## config.mk

```make
export PLATFORM = sky130hd
export DESIGN_NAME = lru_page_replacement
export DESIGN_NICKNAME = d
export VERILOG_FILES = /design/src/design/lrupr_pkg.sv /design/src/design/lru_page_replacement.sv /design/src/design/lrupr_ram.sv
export SDC_FILE = /design/constraint.sdc
export NUM_CORES = 1
export LEC_CHECK = 0
export BUFFER_PORTS_ARGS = -buffer_cell sky130_fd_sc_hd__clkbuf_2
export CAP_MARGIN = 15
export CORE_MARGIN = 3
export CORE_UTILIZATION = 55
export DETAILED_ROUTE_END_ITERATION = 12
export PLACE_DENSITY_LB_ADDON = 0.12
export SLEW_MARGIN = 5
export SYNTH_ARGS = -nofsm -noshare
export SYNTH_HDL_FRONTEND = slang
export SYNTH_SLANG_ARGS = --single-unit
export TNS_END_PERCENT = 20
```

## constraint.sdc

```tcl
create_clock -name clk_i -period 3.6 [get_ports clk_i]
set_input_delay 0.54 -clock clk_i [delete_from_list [all_inputs] [get_ports clk_i]]
set_output_delay 0.54 -clock clk_i [all_outputs]
set_load 0.03 [all_outputs]
```

## src/design/lrupr_pkg.sv

```systemverilog
// Types and constants of the LRU page replacement block.
`timescale 1ns / 1ps
`default_nettype none
package lrupr_pkg;

  localparam int FramesDefault = 8;
  localparam int CfgW          = 4;
  localparam int PageW         = 8;
  localparam int CountW        = 32;

  localparam logic [CfgW-1:0]   FrameCountReset = 4'd8;
  localparam logic [CountW-1:0] CountMax        = '1;

  typedef struct packed {
    logic [PageW-1:0] page;
    logic             string_start;
  } in_req_t;

  typedef struct packed {
    logic              fault;
    logic [2:0]        frame_index;
    logic [CountW-1:0] fault_total;
  } out_rsp_t;

endpackage
`default_nettype wire

```

## src/design/lru_page_replacement.sv

```systemverilog
// A request passes IDLE, SCAN (one read per frame in use), DRAIN and UPDATE to its result.
// One request at a time; the serial frame scan through the page RAM read port
//   (one frame per cycle, one shared compare) sets the pace, and UPDATE waits for out_free.
// The result sits in an output register, so a new request is taken while it waits.
// Reset (rst_ni low, asynchronous): all frames empty, frame 0 oldest, fault count zero,
//   frame_count = 8. Page RAM contents are not cleared; valid bits mask them.
`timescale 1ns / 1ps
`default_nettype none
module lru_page_replacement #(
  parameter int FRAMES = lrupr_pkg::FramesDefault
) (
  input  wire logic                      clk_i,
  input  wire logic                      rst_ni,
  // configuration write: frame_count
  input  wire logic                      cfg_valid_i,
  output logic                           cfg_ready_o,
  input  wire logic [lrupr_pkg::CfgW-1:0] cfg_data_i,
  // page reference requests
  input  wire logic                      in_valid_i,
  output logic                           in_ready_o,
  input  wire lrupr_pkg::in_req_t        in_data_i,
  // results
  output logic                           out_valid_o,
  input  wire logic                      out_ready_i,
  output lrupr_pkg::out_rsp_t            out_data_o
);

  // Frame index and recency rank share one width: ranks are 0..FRAMES-1.
  localparam int IdxW = (FRAMES > 1) ? $clog2(FRAMES) : 1;
  localparam logic [IdxW-1:0] LastIdx = IdxW'(FRAMES - 1);

  // Sequencer: IDLE takes a request, SCAN issues one RAM read per frame,
  // DRAIN checks the last read, UPDATE moves ranks, loads on a miss, posts the result.
  typedef enum logic [3:0] {
    ST_IDLE   = 4'b0001,
    ST_SCAN   = 4'b0010,
    ST_DRAIN  = 4'b0100,
    ST_UPDATE = 4'b1000
  } state_e;

  state_e state_q, state_d;

  logic [lrupr_pkg::CfgW-1:0]   fc_q, fc_d;
  logic [lrupr_pkg::PageW-1:0]  page_q, page_d;
  logic [IdxW-1:0]              idx_q, idx_d;
  logic [IdxW-1:0]              used_m1_q, used_m1_d;
  logic                         chk_vld_q, chk_vld_d;
  logic [IdxW-1:0]              chk_idx_q, chk_idx_d;
  logic                         found_q, found_d;
  logic [IdxW-1:0]              hit_q, hit_d;
  logic                         empty_q, empty_d;
  logic                         oldest_vld_q, oldest_vld_d;
  logic [IdxW-1:0]              oldest_q, oldest_d;
  logic [IdxW-1:0]              victim_q, victim_d;
  logic [FRAMES-1:0]            valid_q, valid_d;
  logic [IdxW-1:0]              rank_q [FRAMES];
  logic [IdxW-1:0]              rank_d [FRAMES];
  logic [lrupr_pkg::CountW-1:0] fault_cnt_q, fault_cnt_d;
  logic                         out_vld_q, out_vld_d;
  lrupr_pkg::out_rsp_t          out_q, out_d;

  // Shared compare datapath
  logic [lrupr_pkg::PageW-1:0]  rd_page;
  logic                         chk_valid;
  logic [IdxW-1:0]              chk_rank;
  logic [IdxW-1:0]              used_m1_cfg;
  logic [IdxW-1:0]              tgt;
  logic [IdxW-1:0]              tgt_rank;
  logic [lrupr_pkg::CountW-1:0] cnt_next;
  logic                         ram_we;
  logic                         out_free;

  lrupr_ram #(
    .Width (lrupr_pkg::PageW),
    .Depth (FRAMES)
  ) u_page_ram (
    .clk_i   (clk_i),
    .we_i    (ram_we),
    .waddr_i (tgt),
    .wdata_i (page_q),
    .raddr_i (idx_q),
    .rdata_o (rd_page)
  );

  assign cfg_ready_o = 1'b1;
  assign in_ready_o  = (state_q == ST_IDLE);
  assign out_valid_o = out_vld_q;
  assign out_data_o  = out_q;

  assign chk_valid = valid_q[chk_idx_q];
  assign chk_rank  = rank_q[chk_idx_q];
  assign out_free  = !out_vld_q || out_ready_i;

  // Frame count 0 behaves as 1, anything above FRAMES as FRAMES.
  always_comb begin
    if (fc_q == '0) begin
      used_m1_cfg = '0;
    end else if (int'(fc_q) > FRAMES) begin
      used_m1_cfg = LastIdx;
    end else begin
      used_m1_cfg = IdxW'(fc_q - 4'd1);
    end
  end

  // Hit frame wins; otherwise the victim picked during the scan.
  assign tgt      = found_q ? hit_q : victim_q;
  assign tgt_rank = rank_q[tgt];
  assign cnt_next = (found_q || fault_cnt_q == lrupr_pkg::CountMax) ? fault_cnt_q
                                                                    : fault_cnt_q + 1'b1;
  assign ram_we   = (state_q == ST_UPDATE) && out_free && !found_q;

  always_comb begin
    state_d      = state_q;
    fc_d         = fc_q;
    page_d       = page_q;
    idx_d        = idx_q;
    used_m1_d    = used_m1_q;
    chk_vld_d    = chk_vld_q;
    chk_idx_d    = chk_idx_q;
    found_d      = found_q;
    hit_d        = hit_q;
    empty_d      = empty_q;
    oldest_vld_d = oldest_vld_q;
    oldest_d     = oldest_q;
    victim_d     = victim_q;
    valid_d      = valid_q;
    rank_d       = rank_q;
    fault_cnt_d  = fault_cnt_q;
    out_vld_d    = out_vld_q;
    out_d        = out_q;

    if (cfg_valid_i) begin
      fc_d = cfg_data_i;
    end

    if (out_vld_q && out_ready_i) begin
      out_vld_d = 1'b0;
    end

    // One frame checked per cycle, one read behind the address.
    // Lowest matching index is the hit; first empty frame, else oldest rank, is the victim.
    if (chk_vld_q) begin
      if (!found_q && chk_valid && rd_page == page_q) begin
        found_d = 1'b1;
        hit_d   = chk_idx_q;
      end
      if (!chk_valid) begin
        if (!empty_q) begin
          empty_d  = 1'b1;
          victim_d = chk_idx_q;
        end
      end else if (!empty_q && (!oldest_vld_q || chk_rank > oldest_q)) begin
        oldest_vld_d = 1'b1;
        oldest_d     = chk_rank;
        victim_d     = chk_idx_q;
      end
    end

    unique case (state_q)
      ST_IDLE: begin
        if (in_valid_i) begin
          page_d       = in_data_i.page;
          used_m1_d    = used_m1_cfg;
          idx_d        = '0;
          found_d      = 1'b0;
          empty_d      = 1'b0;
          oldest_vld_d = 1'b0;
          victim_d     = '0;
          // String start: empty frames, restore index-order ranks, clear the count.
          if (in_data_i.string_start) begin
            valid_d     = '0;
            fault_cnt_d = '0;
            for (int i = 0; i < FRAMES; i++) begin
              rank_d[i] = IdxW'(FRAMES - 1 - i);
            end
          end
          state_d = ST_SCAN;
        end
      end
      ST_SCAN: begin
        chk_vld_d = 1'b1;
        chk_idx_d = idx_q;
        if (idx_q == used_m1_q) begin
          state_d = ST_DRAIN;
        end else begin
          idx_d = idx_q + 1'b1;
        end
      end
      ST_DRAIN: begin
        chk_vld_d = 1'b0;
        state_d   = ST_UPDATE;
      end
      ST_UPDATE: begin
        // Holds here while the previous result is still unread.
        if (out_free) begin
          for (int i = 0; i < FRAMES; i++) begin
            if (rank_q[i] < tgt_rank) begin
              rank_d[i] = rank_q[i] + 1'b1;
            end
          end
          rank_d[tgt] = '0;
          if (!found_q) begin
            valid_d[tgt] = 1'b1;
          end
          fault_cnt_d       = cnt_next;
          out_vld_d         = 1'b1;
          out_d.fault       = !found_q;
          out_d.frame_index = 3'(tgt);
          out_d.fault_total = cnt_next;
          state_d           = ST_IDLE;
        end
      end
      default: begin
        state_d = ST_IDLE;
      end
    endcase
  end

  always_ff @(posedge clk_i or negedge rst_ni) begin
    if (!rst_ni) begin
      state_q     <= ST_IDLE;
      fc_q        <= lrupr_pkg::FrameCountReset;
      chk_vld_q   <= 1'b0;
      valid_q     <= '0;
      fault_cnt_q <= '0;
      out_vld_q   <= 1'b0;
      for (int i = 0; i < FRAMES; i++) begin
        rank_q[i] <= IdxW'(FRAMES - 1 - i);
      end
    end else begin
      state_q     <= state_d;
      fc_q        <= fc_d;
      chk_vld_q   <= chk_vld_d;
      valid_q     <= valid_d;
      fault_cnt_q <= fault_cnt_d;
      out_vld_q   <= out_vld_d;
      rank_q      <= rank_d;
    end
  end

  // Scan bookkeeping and result payload
  always_ff @(posedge clk_i) begin
    page_q       <= page_d;
    idx_q        <= idx_d;
    used_m1_q    <= used_m1_d;
    chk_idx_q    <= chk_idx_d;
    found_q      <= found_d;
    hit_q        <= hit_d;
    empty_q      <= empty_d;
    oldest_vld_q <= oldest_vld_d;
    oldest_q     <= oldest_d;
    victim_q     <= victim_d;
    out_q        <= out_d;
  end

endmodule
`default_nettype wire

```

## src/design/lrupr_ram.sv

```systemverilog
// Generic simple dual-port RAM with registered read.
`timescale 1ns / 1ps
`default_nettype none
module lrupr_ram #(
  parameter int Width = 8,
  parameter int Depth = 8,
  localparam int AddrW = (Depth > 1) ? $clog2(Depth) : 1
) (
  input  wire logic             clk_i,
  input  wire logic             we_i,
  input  wire logic [AddrW-1:0] waddr_i,
  input  wire logic [Width-1:0] wdata_i,
  input  wire logic [AddrW-1:0] raddr_i,
  output logic      [Width-1:0] rdata_o
);

  logic [Width-1:0] mem_q [Depth];

  always_ff @(posedge clk_i) begin
    if (we_i) begin
      mem_q[waddr_i] <= wdata_i;
    end
    rdata_o <= mem_q[raddr_i];
  end

endmodule
`default_nettype wire

```

[Word level (Yosys, flattened, before mapping)]
Memories as Yosys holds them, arrays and structs flattened. A register that Yosys moved wholly into a read port is not among the register bits.
Index checks and enable logic that the tools add are counted.
Operators by class
  magnitude comparators: 16
  reduce and logical (&&, ||, !) cells: 27
  bitwise gates (word level): 5
  mux-type cells: 84
  equal/unequal tests: 13
  add/sub/neg operators: 11
Operator list (number)
  32-bit 2-to-1 mux: 4
  3-bit 2-to-1 mux: 39
  24-bit 2-to-1 mux: 3
  32-bit one-hot mux with 2 select lines: 1
  24-bit one-hot mux with 2 select lines: 1
  32-bit by 1-bit adder with 32-bit output, second input constant: 1
  32-bit equality test, second input constant: 1
  8-bit 2-to-1 mux: 4
  3-bit by 1-bit adder with 3-bit output, second input constant: 9
  24-bit AND: 1
  3-bit less-than comparator: 8
  24-bit inverter: 1
  1-bit 2-to-1 mux: 20
  3-bit binary-select mux with 3-bit select: 2
  4-bit one-hot mux with 4 select lines: 1
  8-bit one-hot mux with 2 select lines: 1
  4-bit 2-to-1 mux: 3
  2-bit inequality test, second input constant: 5
  3-bit demux with 3-bit select: 1
  3-bit AND reduction: 3
  8-bit equality test: 1
  4-bit >= comparator, second input constant: 2
  1-bit logical AND: 8
  3-bit by 4-bit less-than comparator with 1-bit output, second input constant: 2
  24 further kinds: 34
Storage, ports and cells
  output and inout bits: 39
  flip-flop bits (word level): 139
  memory bits (writable): 64
  memories: 1
  word-level logic and storage cells: 184
Memories
  u_page_ram.mem_q: words 8, bits a word 8, read ports 1, clocked after Yosys merged registers in 1, wr ports 1, line lrupr_ram.sv:17  | logic [Width-1:0] mem_q [Depth];

[Logic depth before layout (Yosys ltp)]
  word-level depth: 12
  mapped depth: 13

[Cells and area by module]
A second synthesis with hierarchy kept.
Unflattened totals
  cell total of the unflattened synthesis: 862
  area, all modules: 10407.5 µm²
Modules (own cells, without submodules)
  lru_page_replacement: area an instance 7716.2 µm², cells an instance 748, instances 1
  lrupr_ram: area an instance 2691.3 µm², cells an instance 114, instances 1

[Least setup slack after synthesis]
No wires, ideal clock.
  path kind: register to register
  start: register state_q[1]
  end: memory u_page_ram.mem_q[6][0] (enable)
  cell stages (with the launch flop): 7
  data arrival time: 3276 ps
  data required time: 3267 ps
  period minus slack after synthesis: 3609 ps
  setup slack: -9 ps
  path through: dfrtp_1 or4b_2 nand2b_1 clkinv_1 buf_2 buf_1 and3_1
Between the ends
  longest elaborated chain between the ends: 5
RTL lines
  start: declaration: line lru_page_replacement.sv:41  | state_e state_q, state_d;
  start signal: assignment: line lru_page_replacement.sv:231  | state_q <= state_d;
  4-bit equality test: line lru_page_replacement.sv:110  | assign ram_we = (state_q == ST_UPDATE) && out_free && !found_q;
  1-bit logical AND (2 in series): line lru_page_replacement.sv:110
  1-bit 2-to-1 mux: line lrupr_ram.sv:20  | if (we_i) begin
  1-bit 2-to-1 mux (implied by the code): line lrupr_ram.sv:21  | mem_q[waddr_i] <= wdata_i;
  end: declaration: line lrupr_ram.sv:17
No other way between the ends.

[Worst setup path after layout]
  start: register found_q
  end: register rank_q[12] (netlist bit)
Between the ends
  longest elaborated chain between the ends: 12
RTL lines
  start: declaration: line lru_page_replacement.sv:49  | logic found_q, found_d;
  start signal: assignment: line lru_page_replacement.sv:247  | found_q <= found_d;
  3-bit 2-to-1 mux *: line lru_page_replacement.sv:106  | assign tgt = found_q ? hit_q : victim_q;
  3-bit inverter with 4-bit output (implied by the code) *: line lru_page_replacement.sv:107, lru_page_replacement.sv:201
  3-bit binary-select mux with 3-bit select: line lru_page_replacement.sv:107  | assign tgt_rank = rank_q[tgt];
  3-bit 2-to-1 mux (implied by the code) (2 in series): line lru_page_replacement.sv:107
  3-bit less-than comparator: line lru_page_replacement.sv:197  | if (rank_q[i] < tgt_rank) begin
  3-bit 2-to-1 mux: line lru_page_replacement.sv:197
  3-bit 2-to-1 mux: line lru_page_replacement.sv:195  | if (out_free) begin
  3-bit 2-to-1 mux: line lru_page_replacement.sv:159  | unique case (state_q)
  24-bit AND (no source line) *
  24-bit 2-to-1 mux *: line lru_page_replacement.sv:195
  24-bit one-hot mux with 2 select lines *: line lru_page_replacement.sv:159
  end signal: indexed assignment: line lru_page_replacement.sv:228  | rank_q[i] <= IdxW'(FRAMES - 1 - i);
  end signal: assignment: line lru_page_replacement.sv:237  | rank_q <= rank_d;
  end: declaration: line lru_page_replacement.sv:56  | logic [IdxW-1:0] rank_q [FRAMES];
Mark *: on every way between the ends. The rest lies on a longest branch, timed or not. The select of a mux whose other input is x is not followed.
A chain may end at the register's enable or synchronous reset.

==> flow_summary.json <==
{
  "timing.fmax_ghz": 0.297,
  "grt_pass1_vias": 7002,
  "worst_setup_path_end_kind": "flip-flop",
  "vias": 6944,
  "synth_edf_count": 123,
  "cts_tree": "done",
  "arrival_ps": 3760,
  "via_per_inst": 6.17,
  "setup-tns-final_ps": 0,
  "layout_common_cells": "edfxtp_1 (123), nand2_1 (68), dfrtp_1 (60)",
  "post-route-min-period_ps": 3370,
  "cp_max_fo": 11,
  "worstSetupStartpointType": "flip-flop",
  "io_buffer_count": 55,
  "finish.instance_area_um2": 11600,
  "worst-slew-pin-transition_ps": 971,
  "drc": 0,
  "path_clk_slew_ps": 60,
  "gp_congestion": 0.865,
  "crit_type": "reg -> reg",
  "clkLatencyLatePin_ps": 520,
  "layout_commonest_cell": "edfxtp_1",
  "rr_worst_depth": 10,
  "cts_sinks": 211,
  "finalHoldViolCount": 0,
  "drv_cap": 0,
  "multi_input_area_um2": 4050,
  "powerDensity_nw_per_um2": 654,
  "n_antenna_cell": 0,
  "seq_area_um2": 5840,
  "drtAntennaViolNets": 0,
  "fin_crit_sh": 0.936,
  "post_synth.cell_area_avg_um2": 12.4,
  "grt-ovfl-total": 0,
  "htree_levels": 1,
  "fin_worst_skew_ps": 15.8,
  "drv_slew": 0,
  "start_util": 0.562,
  "grt_pass1_wl_um": 36200,
  "synth_seq_area_share": 0.577,
  "slew_headroom": 0.353,
  "syn_area_um2": 10100,
  "ys_warn_count": 0,
  "grt_max_degree": 81,
  "synthToLayoutAreaGrowth_pct": 14.2,
  "vdd_drop_max_mv": 0.430,
  "synthArstFlopShare": 0.351,
  "p_leak_nw": 4.40,
  "synth-seq-cells": 211,
  "synth_cells": 815,
  "wl_um": 21800,
  "gr-usage-all-layers": 0.222,
  "cp_data_required_time_ps": 3990,
  "yosysUniqueCellTypes": 74,
  "placed_cell_area_um2": 10700,
  "fill_cells": 1392,
  "clockRootBuffer": "clkbuf_16",
  "num_rows": 49,
  "synthesis.nets": 863,
  "clockBufferDepth": 3,
  "setup_violations": 0,
  "grt_antenna_before_repair": 0,
  "wl_per_cell_um": 19.3,
  "synth_ff_type": "edfxtp_1",
  "cts_made_buffers": 23,
  "drtPass1Iterations": 5,
  "die_h_um": 142,
  "nets": 928,
  "chipWidth_um": 142,
  "io_pins": 57,
  "rsz0062_at_grt": "no",
  "status": "complete, no violations",
  "drt_iter0_drc": 536,
  "die_area_um2": 20100,
  "hp-class": "in -> async",
  "fp.coreArea_um2": 18000,
  "dp_hpwl_um": 14200,
  "drive_above_1_share": 0.223
}
synthesized netlist by cell type (all sizes together) (3+ instances only):
library cell,instances,share of area
and3,12,0.0074
mux4,26,0.058
nor2,50,0.019
buf,13,0.0080
nor2b,3,0.0019
a21oi,30,0.016
a311oi,3,0.0026
nor3,30,0.015
xor2,13,0.011
a21o,3,0.0022
xnor2,30,0.026
clkbuf,31,0.011
o211ai,3,0.0022
o21bai,3,0.0022
inv,20,0.0074
and2,6,0.0037
or3,5,0.0031
o221ai,3,0.0026
nand4,11,0.0068
ha,30,0.037
mux2,16,0.018
nand2b,5,0.0031
dfxtp,14,0.028
and4,6,0.0054
a31oi,19,0.012
o41ai,7,0.0075
nand2,69,0.026
nor4,4,0.0037
dfstp,14,0.036
a2bb2oi,6,0.0052
o21ai,41,0.020
o22ai,6,0.0037
dfrtp,60,0.15
a41oi,6,0.0052
a211oi,3,0.0022
mux2i,10,0.014
o31ai,13,0.0096
nand3b,3,0.0022
nand3,28,0.014
edfxtp,123,0.36
or2,3,0.0019
o21a,9,0.0067
report_power, final:
part / internal [mW] / leakage (nW) / switching (mW)
logic: 0.888 / 1.81 / 1.11
clock network: 1.55 / 0.390 / 0.940
registers: 2.83 / 2.20 / 0.255
worst paths after layout:
kind	start	slack, ps	endpoint
max	found_q$_DFF_P_	230	rank_q[12]$_DFFE_PN0P_
min reg2reg	empty_q$_DFF_P_	460	empty_q$_DFF_P_
max reg2reg	found_q$_DFF_P_	230	rank_q[12]$_DFFE_PN0P_
max in group asynchronous	rst_ni	2790	valid_q[3]$_DFFE_PN0P_
min in group clk_i	in_data_i[7]	190	page_q[6]$_DFFE_PP_
min	rst_ni	190	out_valid_o$_DFF_PN0_
area by class of cell:
type	instances	share of cell area
Inverter	22	0.00713
Timing Repair Buffer	84	0.0439
Clock buffer	30	0.0520
Sequential cell	211	0.505
Tap cell	229	0.0247
Clock inverter	12	0.0177
Multi-Input combinational cell	538	0.350
worst max-delay path: stages, from the launching register on:
cell	delay, ps
dfxtp_2	470
buf_4	200
mux2i_4	370
inv_2	180
a311o_1	310
o21ai_0	80
o221ai_1	270
ha_1	310
o41ai_1	540
o21ai_0	220
mux2_2	300
metrics by stage:
| step | setup WS (ps) | cells | hold slack, ps | util | total power [mW] |
|---|---|---|---|---|---|
| after floorplan | 101 | 815 | 244 | - | 4.52 |
| after global placement | 137 | 1084 | 439 | 0.596 | 4.98 |
| after detailed placement | 39.6 | 1084 | 446 | 0.596 | 5.09 |
| after CTS | 90.4 | 1126 | 176 | 0.641 | 7.61 |
| after global routing | 3.70 | 1126 | 173 | 0.642 | 7.99 |
| final | 231 | 1126 | 190 | 0.642 | 7.57 |
layer usage:
metal	vias up	part of all wire	wire length, um	global-route usage
met5	-	0	0	0
met4	0	0.028	606	0.0727
met1	3426	0.43	9460	0.316
met2	233	0.49	10600	0.355
met3	51	0.051	1110	0.0334
li1	3234	-	-	-
cell families after synthesis:
logic type               synth area share
buffers and inverters              0.0277
multiplexers                       0.0899
AND/OR/NAND/NOR                     0.119
adder cells (fa/ha/maj)            0.0370
flip-flops                          0.577
AO/OA/AOI/OAI                       0.113
XOR/XNOR                           0.0372
other                            0.000370
repair_timing:
| item | in CTS | in global routing |
|---|---|---|
| buffers inserted | 0 | 0 |
| endpoints found under the setup margin | 1 | 20 |
| endpoints found under the hold margin | 0 | 0 |
| gates resized for setup | 1 | 4 |
| hold buffers | 0 | 0 |
flip-flops by register name, summed over array words and instances, names as in the netlist:
name	flops
chk_idx_q	3
fault_cnt_q	32
oldest_q	3
valid_q	8
state_q	4
fc_q	4
victim_q	3
page_q	8
idx_q	3
u_page_ram.mem_q	64
empty_q	1
used_m1_q	3
rank_q	24
chk_vld_q	1
hit_q	3
found_q	1
out_data_o	36
out_valid_o	1
u_page_ram.rdata_o	8
oldest_vld_q	1
(Power assumes the default switching activity.)
